**src/rtl/sdrg_pkg.sv**
```systemverilog
package sdrg_pkg;

   // Glyph geometry
   localparam int SEG_COUNT = 9;
   localparam int SEG_IDX_W = 4;
   localparam int DIGIT_W   = 4;
   localparam int COLOR_W   = 32;

   localparam logic [DIGIT_W-1:0] DIGIT_MAX = 4'd9;

   // Segment codes, in emission order
   localparam logic [SEG_IDX_W-1:0] SEG_TOP       = 4'd0;
   localparam logic [SEG_IDX_W-1:0] SEG_MID       = 4'd1;
   localparam logic [SEG_IDX_W-1:0] SEG_BOT       = 4'd2;
   localparam logic [SEG_IDX_W-1:0] SEG_LEFT_UP   = 4'd3;
   localparam logic [SEG_IDX_W-1:0] SEG_LEFT_LO   = 4'd4;
   localparam logic [SEG_IDX_W-1:0] SEG_CENTRE_UP = 4'd5;
   localparam logic [SEG_IDX_W-1:0] SEG_CENTRE_LO = 4'd6;
   localparam logic [SEG_IDX_W-1:0] SEG_RIGHT_UP  = 4'd7;
   localparam logic [SEG_IDX_W-1:0] SEG_RIGHT_LO  = 4'd8;

   // Divide by ten: (v * 52429) >> 19 is exact for v below 81920
   localparam int DIV10_MULT  = 52429;
   localparam int DIV10_W     = 16;
   localparam int DIV10_SHIFT = 19;

   // Lit segments per digit, bit n set when segment n is drawn
   function automatic logic [SEG_COUNT-1:0] glyph_mask(input logic [DIGIT_W-1:0] digit);
      logic [SEG_COUNT-1:0] mask;
      unique case (digit)
         4'd0:    mask = 9'b110011101;
         4'd1:    mask = 9'b001100000;
         4'd2:    mask = 9'b010010111;
         4'd3:    mask = 9'b110000111;
         4'd4:    mask = 9'b110001010;
         4'd5:    mask = 9'b100001111;
         4'd6:    mask = 9'b100011111;
         4'd7:    mask = 9'b110000001;
         4'd8:    mask = 9'b110011111;
         4'd9:    mask = 9'b110001011;
         default: mask = '0;
      endcase
      return mask;
   endfunction

endpackage

```
**src/rtl/sdrg_front.sv**
```systemverilog
module sdrg_front import sdrg_pkg::*; #(
   parameter  int COORD_WIDTH = 12,
   localparam int CW      = COORD_WIDTH,
   localparam int PW      = COORD_WIDTH + 1,
   localparam int REQ_W   = ((DIGIT_W + 4 * COORD_WIDTH + COLOR_W + 7) / 8) * 8,
   localparam int ENTRY_W = 9 * PW + 3 * CW + COLOR_W + SEG_COUNT + 1
) (
   input  logic               clock,
   input  logic               reset,
   input  logic               req_tvalid,
   output logic               req_tready,
   input  logic [REQ_W-1:0]   req_tdata,
   output logic               push,
   output logic [ENTRY_W-1:0] push_data,
   input  logic               queue_full
);

   localparam int SW     = CW + 3;
   localparam int PROD_W = CW + DIV10_W;
   localparam int LW_W   = PROD_W - DIV10_SHIFT;
   localparam logic signed [SW-1:0] ONE_S = SW'(1);

   typedef struct packed {
      logic [COLOR_W-1:0]   color;
      logic [CW-1:0]        vlen;
      logic [CW-1:0]        barlen;
      logic [CW-1:0]        lw;
      logic [PW-1:0]        y_lower;
      logic [PW-1:0]        y_upper;
      logic [PW-1:0]        y_bot;
      logic [PW-1:0]        y_mid;
      logic [PW-1:0]        y_top;
      logic [PW-1:0]        x_right;
      logic [PW-1:0]        x_centre;
      logic [PW-1:0]        x_left;
      logic [PW-1:0]        x_bar;
      logic [SEG_COUNT-1:0] mask;
      logic                 invalid;
   } entry_type;

   function automatic logic [PW-1:0] clamp_pos(input logic signed [SW-1:0] v);
      return v[SW-1] ? '0 : v[PW-1:0];
   endfunction

   function automatic logic [CW-1:0] clamp_len(input logic signed [SW-1:0] v);
      return v[SW-1] ? '0 : v[CW-1:0];
   endfunction

   logic                 s1_valid_ff, s1_valid_in;
   logic [DIGIT_W-1:0]   s1_digit_ff;
   logic [CW-1:0]        s1_x_ff, s1_y_ff, s1_w_ff, s1_h_ff, s1_side_ff;
   logic [COLOR_W-1:0]   s1_color_ff;

   logic                 s2_valid_ff, s2_valid_in;
   logic [DIGIT_W-1:0]   s2_digit_ff;
   logic [CW-1:0]        s2_x_ff, s2_y_ff, s2_w_ff, s2_h_ff;
   logic [COLOR_W-1:0]   s2_color_ff;
   logic [PROD_W-1:0]    s2_prod_ff;

   logic                 advance;
   logic [DIGIT_W-1:0]   in_digit;
   logic [CW-1:0]        in_x, in_y, in_w, in_h;
   logic [COLOR_W-1:0]   in_color;
   logic [LW_W-1:0]      lw_raw;
   logic [CW-1:0]        lw;
   logic signed [SW-1:0] sx, sy, sw, sh, slw, h_half, lw_half, w_dif, w_dif_half;
   entry_type            entry;

   assign in_digit = req_tdata[0 +: DIGIT_W];
   assign in_x     = req_tdata[DIGIT_W +: CW];
   assign in_y     = req_tdata[DIGIT_W + CW +: CW];
   assign in_w     = req_tdata[DIGIT_W + 2 * CW +: CW];
   assign in_h     = req_tdata[DIGIT_W + 3 * CW +: CW];
   assign in_color = req_tdata[DIGIT_W + 4 * CW +: COLOR_W];

   // Stall the whole front while the tail holds an item the queue cannot take
   assign advance     = !(s2_valid_ff && queue_full);
   assign req_tready  = advance;
   assign s1_valid_in = advance ? req_tvalid : s1_valid_ff;
   assign s2_valid_in = advance ? s1_valid_ff : s2_valid_ff;

   always_ff @(posedge clock) begin
      if (reset) begin
         s1_valid_ff <= 1'b0;
         s2_valid_ff <= 1'b0;
      end else begin
         s1_valid_ff <= s1_valid_in;
         s2_valid_ff <= s2_valid_in;
      end
      if (advance && req_tvalid) begin
         s1_digit_ff <= in_digit;
         s1_x_ff     <= in_x;
         s1_y_ff     <= in_y;
         s1_w_ff     <= in_w;
         s1_h_ff     <= in_h;
         s1_color_ff <= in_color;
         s1_side_ff  <= (in_w > in_h) ? in_h : in_w;
      end
      if (advance && s1_valid_ff) begin
         s2_digit_ff <= s1_digit_ff;
         s2_x_ff     <= s1_x_ff;
         s2_y_ff     <= s1_y_ff;
         s2_w_ff     <= s1_w_ff;
         s2_h_ff     <= s1_h_ff;
         s2_color_ff <= s1_color_ff;
         s2_prod_ff  <= PROD_W'(s1_side_ff) * PROD_W'(DIV10_MULT);
      end
   end

   // Stroke width: side / 10, at least one pixel
   assign lw_raw = s2_prod_ff[PROD_W-1:DIV10_SHIFT];
   assign lw     = (lw_raw == '0) ? CW'(1) : {{(CW - LW_W){1'b0}}, lw_raw};

   assign sx      = $signed({3'b000, s2_x_ff});
   assign sy      = $signed({3'b000, s2_y_ff});
   assign sw      = $signed({3'b000, s2_w_ff});
   assign sh      = $signed({3'b000, s2_h_ff});
   assign slw     = $signed({3'b000, lw});
   assign h_half  = sh >>> 1;
   assign lw_half = slw >>> 1;
   assign w_dif   = sw - slw;
   // Halve toward zero
   assign w_dif_half = w_dif[SW-1] ? ((w_dif + ONE_S) >>> 1) : (w_dif >>> 1);

   always_comb begin
      entry.invalid  = (s2_digit_ff > DIGIT_MAX);
      entry.mask     = entry.invalid ? {{(SEG_COUNT - 1){1'b0}}, 1'b1} : glyph_mask(s2_digit_ff);
      entry.color    = s2_color_ff;
      entry.lw       = lw;
      entry.barlen   = clamp_len(sw - slw - slw - slw - slw);
      entry.vlen     = clamp_len(h_half - slw - slw);
      entry.x_bar    = clamp_pos(sx + slw + slw);
      entry.x_left   = clamp_pos(sx);
      entry.x_centre = clamp_pos(sx + w_dif_half);
      entry.x_right  = clamp_pos(sx + w_dif);
      entry.y_top    = clamp_pos(sy);
      entry.y_mid    = clamp_pos(sy + h_half - lw_half);
      entry.y_bot    = clamp_pos(sy + sh - slw);
      entry.y_upper  = clamp_pos(sy + slw);
      entry.y_lower  = clamp_pos(sy + h_half + slw);
   end

   assign push      = s2_valid_ff && !queue_full;
   assign push_data = entry;

endmodule

```
**src/rtl/sdrg_queue.sv**
```systemverilog
module sdrg_queue import sdrg_pkg::*; #(
   parameter int DATA_W = 8,
   parameter int DEPTH  = 4
) (
   input  logic              clock,
   input  logic              reset,
   input  logic              push,
   input  logic [DATA_W-1:0] push_data,
   output logic              full,
   input  logic              pop,
   output logic [DATA_W-1:0] pop_data,
   output logic              empty
);

   localparam int PTR_W = (DEPTH > 1) ? $clog2(DEPTH) : 1;
   localparam int CNT_W = $clog2(DEPTH + 1);

   logic [DATA_W-1:0] store_ff [DEPTH];
   logic [PTR_W-1:0]  wr_ptr_ff, wr_ptr_in, rd_ptr_ff, rd_ptr_in;
   logic [CNT_W-1:0]  count_ff, count_in;
   logic              do_push, do_pop;

   assign full     = (count_ff == CNT_W'(DEPTH));
   assign empty    = (count_ff == '0);
   assign do_push  = push && !full;
   assign do_pop   = pop && !empty;
   assign pop_data = store_ff[rd_ptr_ff];

   always_comb begin
      wr_ptr_in = wr_ptr_ff;
      rd_ptr_in = rd_ptr_ff;
      count_in  = count_ff;
      if (do_push) begin
         wr_ptr_in = (wr_ptr_ff == PTR_W'(DEPTH - 1)) ? '0 : wr_ptr_ff + 1'b1;
      end
      if (do_pop) begin
         rd_ptr_in = (rd_ptr_ff == PTR_W'(DEPTH - 1)) ? '0 : rd_ptr_ff + 1'b1;
      end
      if (do_push && !do_pop) begin
         count_in = count_ff + 1'b1;
      end else if (do_pop && !do_push) begin
         count_in = count_ff - 1'b1;
      end
   end

   always_ff @(posedge clock) begin
      if (reset) begin
         wr_ptr_ff <= '0;
         rd_ptr_ff <= '0;
         count_ff  <= '0;
      end else begin
         wr_ptr_ff <= wr_ptr_in;
         rd_ptr_ff <= rd_ptr_in;
         count_ff  <= count_in;
      end
      if (do_push) begin
         store_ff[wr_ptr_ff] <= push_data;
      end
   end

endmodule

```
**src/rtl/sdrg_back.sv**
```systemverilog
module sdrg_back import sdrg_pkg::*; #(
   parameter  int COORD_WIDTH = 12,
   localparam int CW      = COORD_WIDTH,
   localparam int PW      = COORD_WIDTH + 1,
   localparam int RSP_W   = ((SEG_IDX_W + 2 * PW + 2 * CW + COLOR_W + 7) / 8) * 8,
   localparam int ENTRY_W = 9 * PW + 3 * CW + COLOR_W + SEG_COUNT + 1
) (
   input  logic               clock,
   input  logic               reset,
   input  logic               queue_empty,
   input  logic [ENTRY_W-1:0] queue_data,
   output logic               pop,
   output logic               rsp_tvalid,
   input  logic               rsp_tready,
   output logic [RSP_W-1:0]   rsp_tdata,
   output logic               rsp_tuser,
   output logic               rsp_tlast
);

   localparam int DATA_BITS = SEG_IDX_W + 2 * PW + 2 * CW + COLOR_W;

   typedef struct packed {
      logic [COLOR_W-1:0]   color;
      logic [CW-1:0]        vlen;
      logic [CW-1:0]        barlen;
      logic [CW-1:0]        lw;
      logic [PW-1:0]        y_lower;
      logic [PW-1:0]        y_upper;
      logic [PW-1:0]        y_bot;
      logic [PW-1:0]        y_mid;
      logic [PW-1:0]        y_top;
      logic [PW-1:0]        x_right;
      logic [PW-1:0]        x_centre;
      logic [PW-1:0]        x_left;
      logic [PW-1:0]        x_bar;
      logic [SEG_COUNT-1:0] mask;
      logic                 invalid;
   } entry_type;

   entry_type            cur_ff, cur_in, head;
   logic                 cur_valid_ff, cur_valid_in;
   logic [SEG_COUNT-1:0] rem_ff, rem_in, rem_next;
   logic                 out_valid_ff, out_valid_in;
   logic [RSP_W-1:0]     out_data_ff;
   logic                 out_invalid_ff, out_last_ff;

   logic                 advance, emit, fin, load;
   logic [SEG_IDX_W-1:0] idx;
   logic [PW-1:0]        sel_x, sel_y;
   logic [CW-1:0]        sel_w, sel_h;
   logic [COLOR_W-1:0]   sel_color;
   logic [DATA_BITS-1:0] sel_data;

   assign head = queue_data;

   // Lowest lit segment still to draw
   always_comb begin
      idx = '0;
      for (int i = SEG_COUNT - 1; i >= 0; i--) begin
         if (rem_ff[i]) begin
            idx = SEG_IDX_W'(i);
         end
      end
   end

   assign rem_next = rem_ff & ~({{(SEG_COUNT - 1){1'b0}}, 1'b1} << idx);
   assign fin      = (rem_next == '0);
   assign advance  = !out_valid_ff || rsp_tready;
   assign emit     = advance && cur_valid_ff;
   // Take the next run in the same cycle the current one finishes
   assign load     = (!cur_valid_ff || (emit && fin)) && !queue_empty;
   assign pop      = load;

   always_comb begin
      unique case (idx) inside
         SEG_TOP, SEG_MID, SEG_BOT: begin
            sel_x = cur_ff.x_bar;
            sel_w = cur_ff.barlen;
            sel_h = cur_ff.lw;
         end
         SEG_LEFT_UP, SEG_LEFT_LO: begin
            sel_x = cur_ff.x_left;
            sel_w = cur_ff.lw;
            sel_h = cur_ff.vlen;
         end
         SEG_CENTRE_UP, SEG_CENTRE_LO: begin
            sel_x = cur_ff.x_centre;
            sel_w = cur_ff.lw;
            sel_h = cur_ff.vlen;
         end
         SEG_RIGHT_UP, SEG_RIGHT_LO: begin
            sel_x = cur_ff.x_right;
            sel_w = cur_ff.lw;
            sel_h = cur_ff.vlen;
         end
         default: begin
            sel_x = '0;
            sel_w = '0;
            sel_h = '0;
         end
      endcase
      unique case (idx) inside
         SEG_TOP:                                 sel_y = cur_ff.y_top;
         SEG_MID:                                 sel_y = cur_ff.y_mid;
         SEG_BOT:                                 sel_y = cur_ff.y_bot;
         SEG_LEFT_UP, SEG_CENTRE_UP, SEG_RIGHT_UP: sel_y = cur_ff.y_upper;
         SEG_LEFT_LO, SEG_CENTRE_LO, SEG_RIGHT_LO: sel_y = cur_ff.y_lower;
         default:                                 sel_y = '0;
      endcase
      sel_color = cur_ff.color;
      // A bad digit draws one empty rectangle
      if (cur_ff.invalid) begin
         sel_x     = '0;
         sel_y     = '0;
         sel_w     = '0;
         sel_h     = '0;
         sel_color = '0;
      end
      sel_data = {sel_color, sel_h, sel_w, sel_y, sel_x, idx};
   end

   always_comb begin
      cur_in       = cur_ff;
      rem_in       = rem_ff;
      cur_valid_in = cur_valid_ff;
      if (load) begin
         cur_in       = head;
         rem_in       = head.mask;
         cur_valid_in = 1'b1;
      end else if (emit) begin
         rem_in = rem_next;
         if (fin) begin
            cur_valid_in = 1'b0;
         end
      end
      out_valid_in = advance ? cur_valid_ff : out_valid_ff;
   end

   always_ff @(posedge clock) begin
      if (reset) begin
         cur_valid_ff <= 1'b0;
         out_valid_ff <= 1'b0;
      end else begin
         cur_valid_ff <= cur_valid_in;
         out_valid_ff <= out_valid_in;
      end
      cur_ff <= cur_in;
      rem_ff <= rem_in;
      if (emit) begin
         out_data_ff    <= RSP_W'(sel_data);
         out_invalid_ff <= cur_ff.invalid;
         out_last_ff    <= fin;
      end
   end

   assign rsp_tvalid = out_valid_ff;
   assign rsp_tdata  = out_data_ff;
   assign rsp_tuser  = out_invalid_ff;
   assign rsp_tlast  = out_last_ff;

endmodule

```
**src/rtl/segment_digit_rect_generator_core.sv**
```systemverilog
// A request passes the front registers, run queue and current-run register, then the output.
// Throughput: one rectangle per cycle while rsp_tready is high and a run is queued; an item
//    gives one rectangle per lit segment (2 to 7), a single one for an invalid digit.
// Requests: one per cycle unless the 4-entry run queue is full with the front tail occupied.
// Reset: synchronous, active high; clears the pipeline valid flags, the queue and the
//    output valid. No clearing pass; the block is ready in the cycle after reset falls.
module segment_digit_rect_generator_core import sdrg_pkg::*; #(
   parameter  int COORD_WIDTH = 12,
   localparam int CW    = COORD_WIDTH,
   localparam int PW    = COORD_WIDTH + 1,
   localparam int REQ_W = ((DIGIT_W + 4 * COORD_WIDTH + COLOR_W + 7) / 8) * 8,
   localparam int RSP_W = ((SEG_IDX_W + 2 * PW + 2 * CW + COLOR_W + 7) / 8) * 8
) (
   input  logic             clock,
   input  logic             reset,
   input  logic             req_tvalid,
   output logic             req_tready,
   // digit, box_x, box_y, box_width, box_height, color; zero padded
   input  logic [REQ_W-1:0] req_tdata,
   output logic             rsp_tvalid,
   input  logic             rsp_tready,
   // segment, rect_x, rect_y, rect_width, rect_height, rect_color; zero padded
   output logic [RSP_W-1:0] rsp_tdata,
   // invalid_digit
   output logic             rsp_tuser,
   output logic             rsp_tlast
);

   // One queue entry carries a whole run: every rectangle's corner and size, already
   // clamped, plus the lit-segment mask and the bad-digit flag.
   localparam int ENTRY_W     = 9 * PW + 3 * CW + COLOR_W + SEG_COUNT + 1;
   localparam int QUEUE_DEPTH = 4;

   logic               push, queue_full, pop, queue_empty;
   logic [ENTRY_W-1:0] push_data, queue_data;

   // Front: register the transaction, multiply the shorter side by the reciprocal of ten,
   // then work out every coordinate and length of the run in one go.
   sdrg_front #(
      .COORD_WIDTH (COORD_WIDTH)
   ) u_front (
      .clock      (clock),
      .reset      (reset),
      .req_tvalid (req_tvalid),
      .req_tready (req_tready),
      .req_tdata  (req_tdata),
      .push       (push),
      .push_data  (push_data),
      .queue_full (queue_full)
   );

   // Decouple the front from the output: runs wait here while rectangles drain.
   sdrg_queue #(
      .DATA_W (ENTRY_W),
      .DEPTH  (QUEUE_DEPTH)
   ) u_queue (
      .clock     (clock),
      .reset     (reset),
      .push      (push),
      .push_data (push_data),
      .full      (queue_full),
      .pop       (pop),
      .pop_data  (queue_data),
      .empty     (queue_empty)
   );

   // Back: walk lit segments in order into the output register, one per cycle unless stalled.
   sdrg_back #(
      .COORD_WIDTH (COORD_WIDTH)
   ) u_back (
      .clock       (clock),
      .reset       (reset),
      .queue_empty (queue_empty),
      .queue_data  (queue_data),
      .pop         (pop),
      .rsp_tvalid  (rsp_tvalid),
      .rsp_tready  (rsp_tready),
      .rsp_tdata   (rsp_tdata),
      .rsp_tuser   (rsp_tuser),
      .rsp_tlast   (rsp_tlast)
   );

endmodule

```
**config.mk**
```make
export PLATFORM = sky130hd
export DESIGN_NAME = segment_digit_rect_generator_core
export DESIGN_NICKNAME = d
export VERILOG_FILES = /design/src/rtl/sdrg_pkg.sv /design/src/rtl/sdrg_front.sv /design/src/rtl/sdrg_queue.sv /design/src/rtl/sdrg_back.sv /design/src/rtl/segment_digit_rect_generator_core.sv
export SDC_FILE = /design/constraint.sdc
export NUM_CORES = 1
export LEC_CHECK = 0
export ABC_CLOCK_PERIOD_IN_PS = 14200
export BUFFER_PORTS_ARGS = -buffer_cell sky130_fd_sc_hd__buf_2
export CAP_MARGIN = 20
export CORE_MARGIN = 10
export CORE_UTILIZATION = 40
export DETAILED_ROUTE_END_ITERATION = 10
export GPL_TIMING_DRIVEN = 0
export PLACE_DENSITY = 0.53
export SKIP_LAST_GASP = 1
export SYNTH_ARGS = -nofsm -noshare
export SYNTH_HDL_FRONTEND = slang
export SYNTH_SLANG_ARGS = --single-unit
```
**constraint.sdc**
```tcl
create_clock -name clock -period 14.2 [get_ports clock]
set_input_delay 1.42 -clock clock [delete_from_list [all_inputs] [get_ports clock]]
set_output_delay 1.42 -clock clock [all_outputs]
set_load 0.05 [all_outputs]
```
==> reports/qor.yml <==
outcome: "finished clean"
syn_area_mm2: 0.0537
max_freq_mhz: 130
finalSetupViolations: 0
via_count: 27900
tightest_slew_ns: 1.13
placementRows: 134
ant_nets: 0
design.core.area_mm2: 0.133
synthDistinctLibCells: 81
synthAdderAreaFrac: 0.0796
initial_core_util: 0.402
antenna_found_initial: 1
synth_area_leader_cell: "edfxtp_1"
fin_crit_ns: 7.66
synth.area.mux_share: 0.0851
track_usage: 0.165
slowest_delay_ns: 0.67
clk-insertion-delay-late_ns: 0.77
grt_busiest_layer: "met2"
met1_usage: 0.239
grt_overflow: 0
grt_max_degree: 81
avgViaCountPerCell: 5.22
fin_nets: 3864
synth-simple-area-share: 0.0508
numClockSinks: 1244
grt_pass1_vias: 28200
crit_chain: "nor4_1 > a21oi_1 > inv_1 > ha_1 > inv_1 > fa_1 > a211oi_1 > o21bai_1 > a31oi_1 > nor2_1 > nor3_1 > buf_2 > nand4_1 > nor3_1 > xnor2_1 > ha_1 > o21ai_0 > a21oi_1 > o41ai_1 > o2bb2a_1 > a211o_1 > o221ai_2 > buf_4 > and2_1"
grt_first_pass_wirelength_um: 184000
fp.dieH_um: 386
hold_class: "reg2reg"
cts_buffers: 136
path_clk_slew_ns: 0.06
syn-instance-count: 3125
maxCapViolCount: 0
port_buffers: 177
cp_data_required_time_ns: 14.65
vdd_drop_max_mv: 0.172
final.period_utilization: 0.540
cts_setup_buffers: 0
clock_path_buffers: 3
synth_top_area_frac: 0.684
cts_root_buf: "clkbuf_16"
crit_type: "reg2reg"
crit_arrival_ns: 8.12
dr.pass1.iters: 6
startpoint_type: "register"
place_congestion: 0.799
synth_xor_area_frac: 0.0192
layout-drive-gt1-share: 0.179
crit_family: "compound AO/OA/AOI/OAI gates"
finalMaxSlewViolations: 0
drcViolationCount: 0
synth_area_leaders: "edfxtp_1 68%, mux4_2 7.9%, ha_1 5.6%"
io_pins: 184
power_density_mw_per_mm2: 248
final_cells: 5345
worstSetupEndpointType: "register"
slew_headroom: 0.244
wirelength_um: 124000
crit_start: "u_front.s2_prod_ff[27]"
synth_common_cells: "1223 x edfxtp_1, 239 x ha_1, 189 x mux4_2, 173 x inv_1, 147 x nor2_1"
synth_most_common_cell: "edfxtp_1"
crit_path_top_delay_cell: "inv_1"
dp_cells: 5095
r2r_start: "u_front.s2_prod_ff[27]"
die_area_mm2: 0.149
fp.dieW_um: 386
grt_use_met3: 0.0275
synth_top_family_by_area: "multiplexers"
p_clk_frac: 0.225
cts_tree: "yes"
synth.avg_cell_area_um2: 17.2
holdBufCountCts: 0
cts_resized: 0
ys.flop_type: "edfxtp_1"
power_switching_w: 0.00568
n_fill_cell: 11600
wire_per_inst_um: 23.2
min-delay-start: "u_front.s1_w_ff[2]"
p_comb_frac: 0.395
p_sw_frac: 0.370
syn_to_final_growth_pct: 15.3
rsz0062_at_grt: "false"
yosysWarnings: 0
seq_area_frac_synth: 0.692
drtIter0Drc: 1970
pwr-share-seq: 0.380
p_leak_nw: 21.6
path_buf_inv: 4
htreeDepth: 4
synth_seq_cells: 1244
crit_fanout: 17
hold_viol: 0
synth-edff-count: 1223
met2_usage: 0.258
synthArstFlopShare: 0
hpwl_um: 84900
finalSetupTns_ns: 0
synth_compound_area_frac: 0.0543
finClkSkew_ns: 0.0475
intPower_w: 0.00967
## layout by cell type, fill, tap and decap left out, drive strengths merged, types with 42 or more instances in the layout
| cell type | count |
|---|---|
| nor2 | 148 |
| xor2 | 42 |
| nor2b | 65 |
| clkbuf | 224 |
| xnor2 | 74 |
| ha | 239 |
| nand2 | 132 |
| buf | 237 |
| o21ai | 85 |
| inv | 179 |
| clkinv | 63 |
| edfxtp | 1223 |
| nor3 | 52 |
| a21oi | 105 |
| mux4 | 189 |
| fa | 64 |
## stage by stage
| step | hold slack (ns) | worst slack, ns | util | total power [W] | instance area (um^2) |
|---|---|---|---|---|---|
| after floorplan | 0.400 | 8.25 | - | 0.0100 | 53700 |
| after CTS | 0.405 | 6.47 | 0.463 | 0.0155 | 61800 |
| after global routing | 0.419 | 6.02 | 0.464 | 0.0163 | 61900 |
| after global placement | 0.403 | 3.96 | 0.425 | 0.0120 | 56800 |
| final | 0.401 | 6.54 | 0.464 | 0.0153 | 61900 |
| after detailed placement | 0.405 | 6.55 | 0.430 | 0.0120 | 57400 |
## cells by family (layout without fill, tap and decap cells)
| logic type | count (synthesis) | count (layout) |
|---|---|---|
| adder cells (fa/ha/maj) | 303 | 303 |
| XOR/XNOR | 116 | 116 |
| multiplexers | 218 | 218 |
| flip-flops | 1244 | 1244 |
| AO/OA/AOI/OAI | 427 | 427 |
| other | 1 | 3 |
| buffers and inverters | 265 | 715 |
| AND/OR/NAND/NOR | 551 | 551 |
## worst paths after layout
path | cells after the start | slack, ns | to
setup reg to reg | 24 | 6.54 | u_queue.store_ff[0][43]
setup / recovery | 24 | 6.54 | u_queue.store_ff[0][43]
hold reg to reg | 0 | 0.40 | u_front.s2_w_ff[2]
hold / removal | 0 | 0.40 | u_front.s2_w_ff[2]
## layer usage
metal	share of wire	vias to the layer above
li1	-	12900
met5	0	-
met1	0.47	14200
met2	0.46	657
met4	0.022	0
met3	0.050	171
## worst reg2reg max path: stages, from the launching register on
cell and delay [ns]:
edfxtp_1 0.63, nor4_1 0.39, a21oi_1 0.21, inv_1 0.68, ha_1 0.31, inv_1 0.06
fa_1 0.40, a211oi_1 0.47, o21bai_1 0.22, a31oi_1 0.35, nor2_1 0.10, nor3_1 0.47
buf_2 0.32, nand4_1 0.25, nor3_1 0.25, xnor2_1 0.20, ha_1 0.33, o21ai_0 0.17
a21oi_1 0.09, o41ai_1 0.45, o2bb2a_1 0.26, a211o_1 0.21, o221ai_2 0.17, buf_4 0.20
and2_1 0.20
## power groups by stage
stage / sequential [W] / combinational [W] / clock, W
after floorplan: 0.00620 / 0.00382 / 0
after global placement: 0.00601 / 0.00600 / 0
after detailed placement: 0.00589 / 0.00611 / 0
after CTS: 0.00582 / 0.00614 / 0.00355
after global routing: 0.00588 / 0.00673 / 0.00370
final: 0.00582 / 0.00606 / 0.00345
## cell type report
cell class	count	area, um^2	share of cell area
Multi-Input combinational cell	1617	15500	0.251
Timing Repair Buffer	205	1530	0.0248
Inverter	174	658	0.0106
Antenna cell	1	2.50	0.0000404
Buffer	91	373	0.00603
Clock buffer	165	3640	0.0588
Tap cell	1768	2210	0.0358
Sequential cell	1244	37100	0.600
Clock inverter	80	771	0.0125
## registers in the layout (all words and copies together) (netlist names), 32 cells and up, named ones only
| register | count |
|---|---|
| u_queue.store_ff | 756 |
| u_back.cur_ff | 181 |
| u_back.rsp_tdata | 86 |
| u_front.s1_color_ff | 32 |
| u_front.s2_color_ff | 32 |
Note: power is estimated with default switching activity, not from simulation.
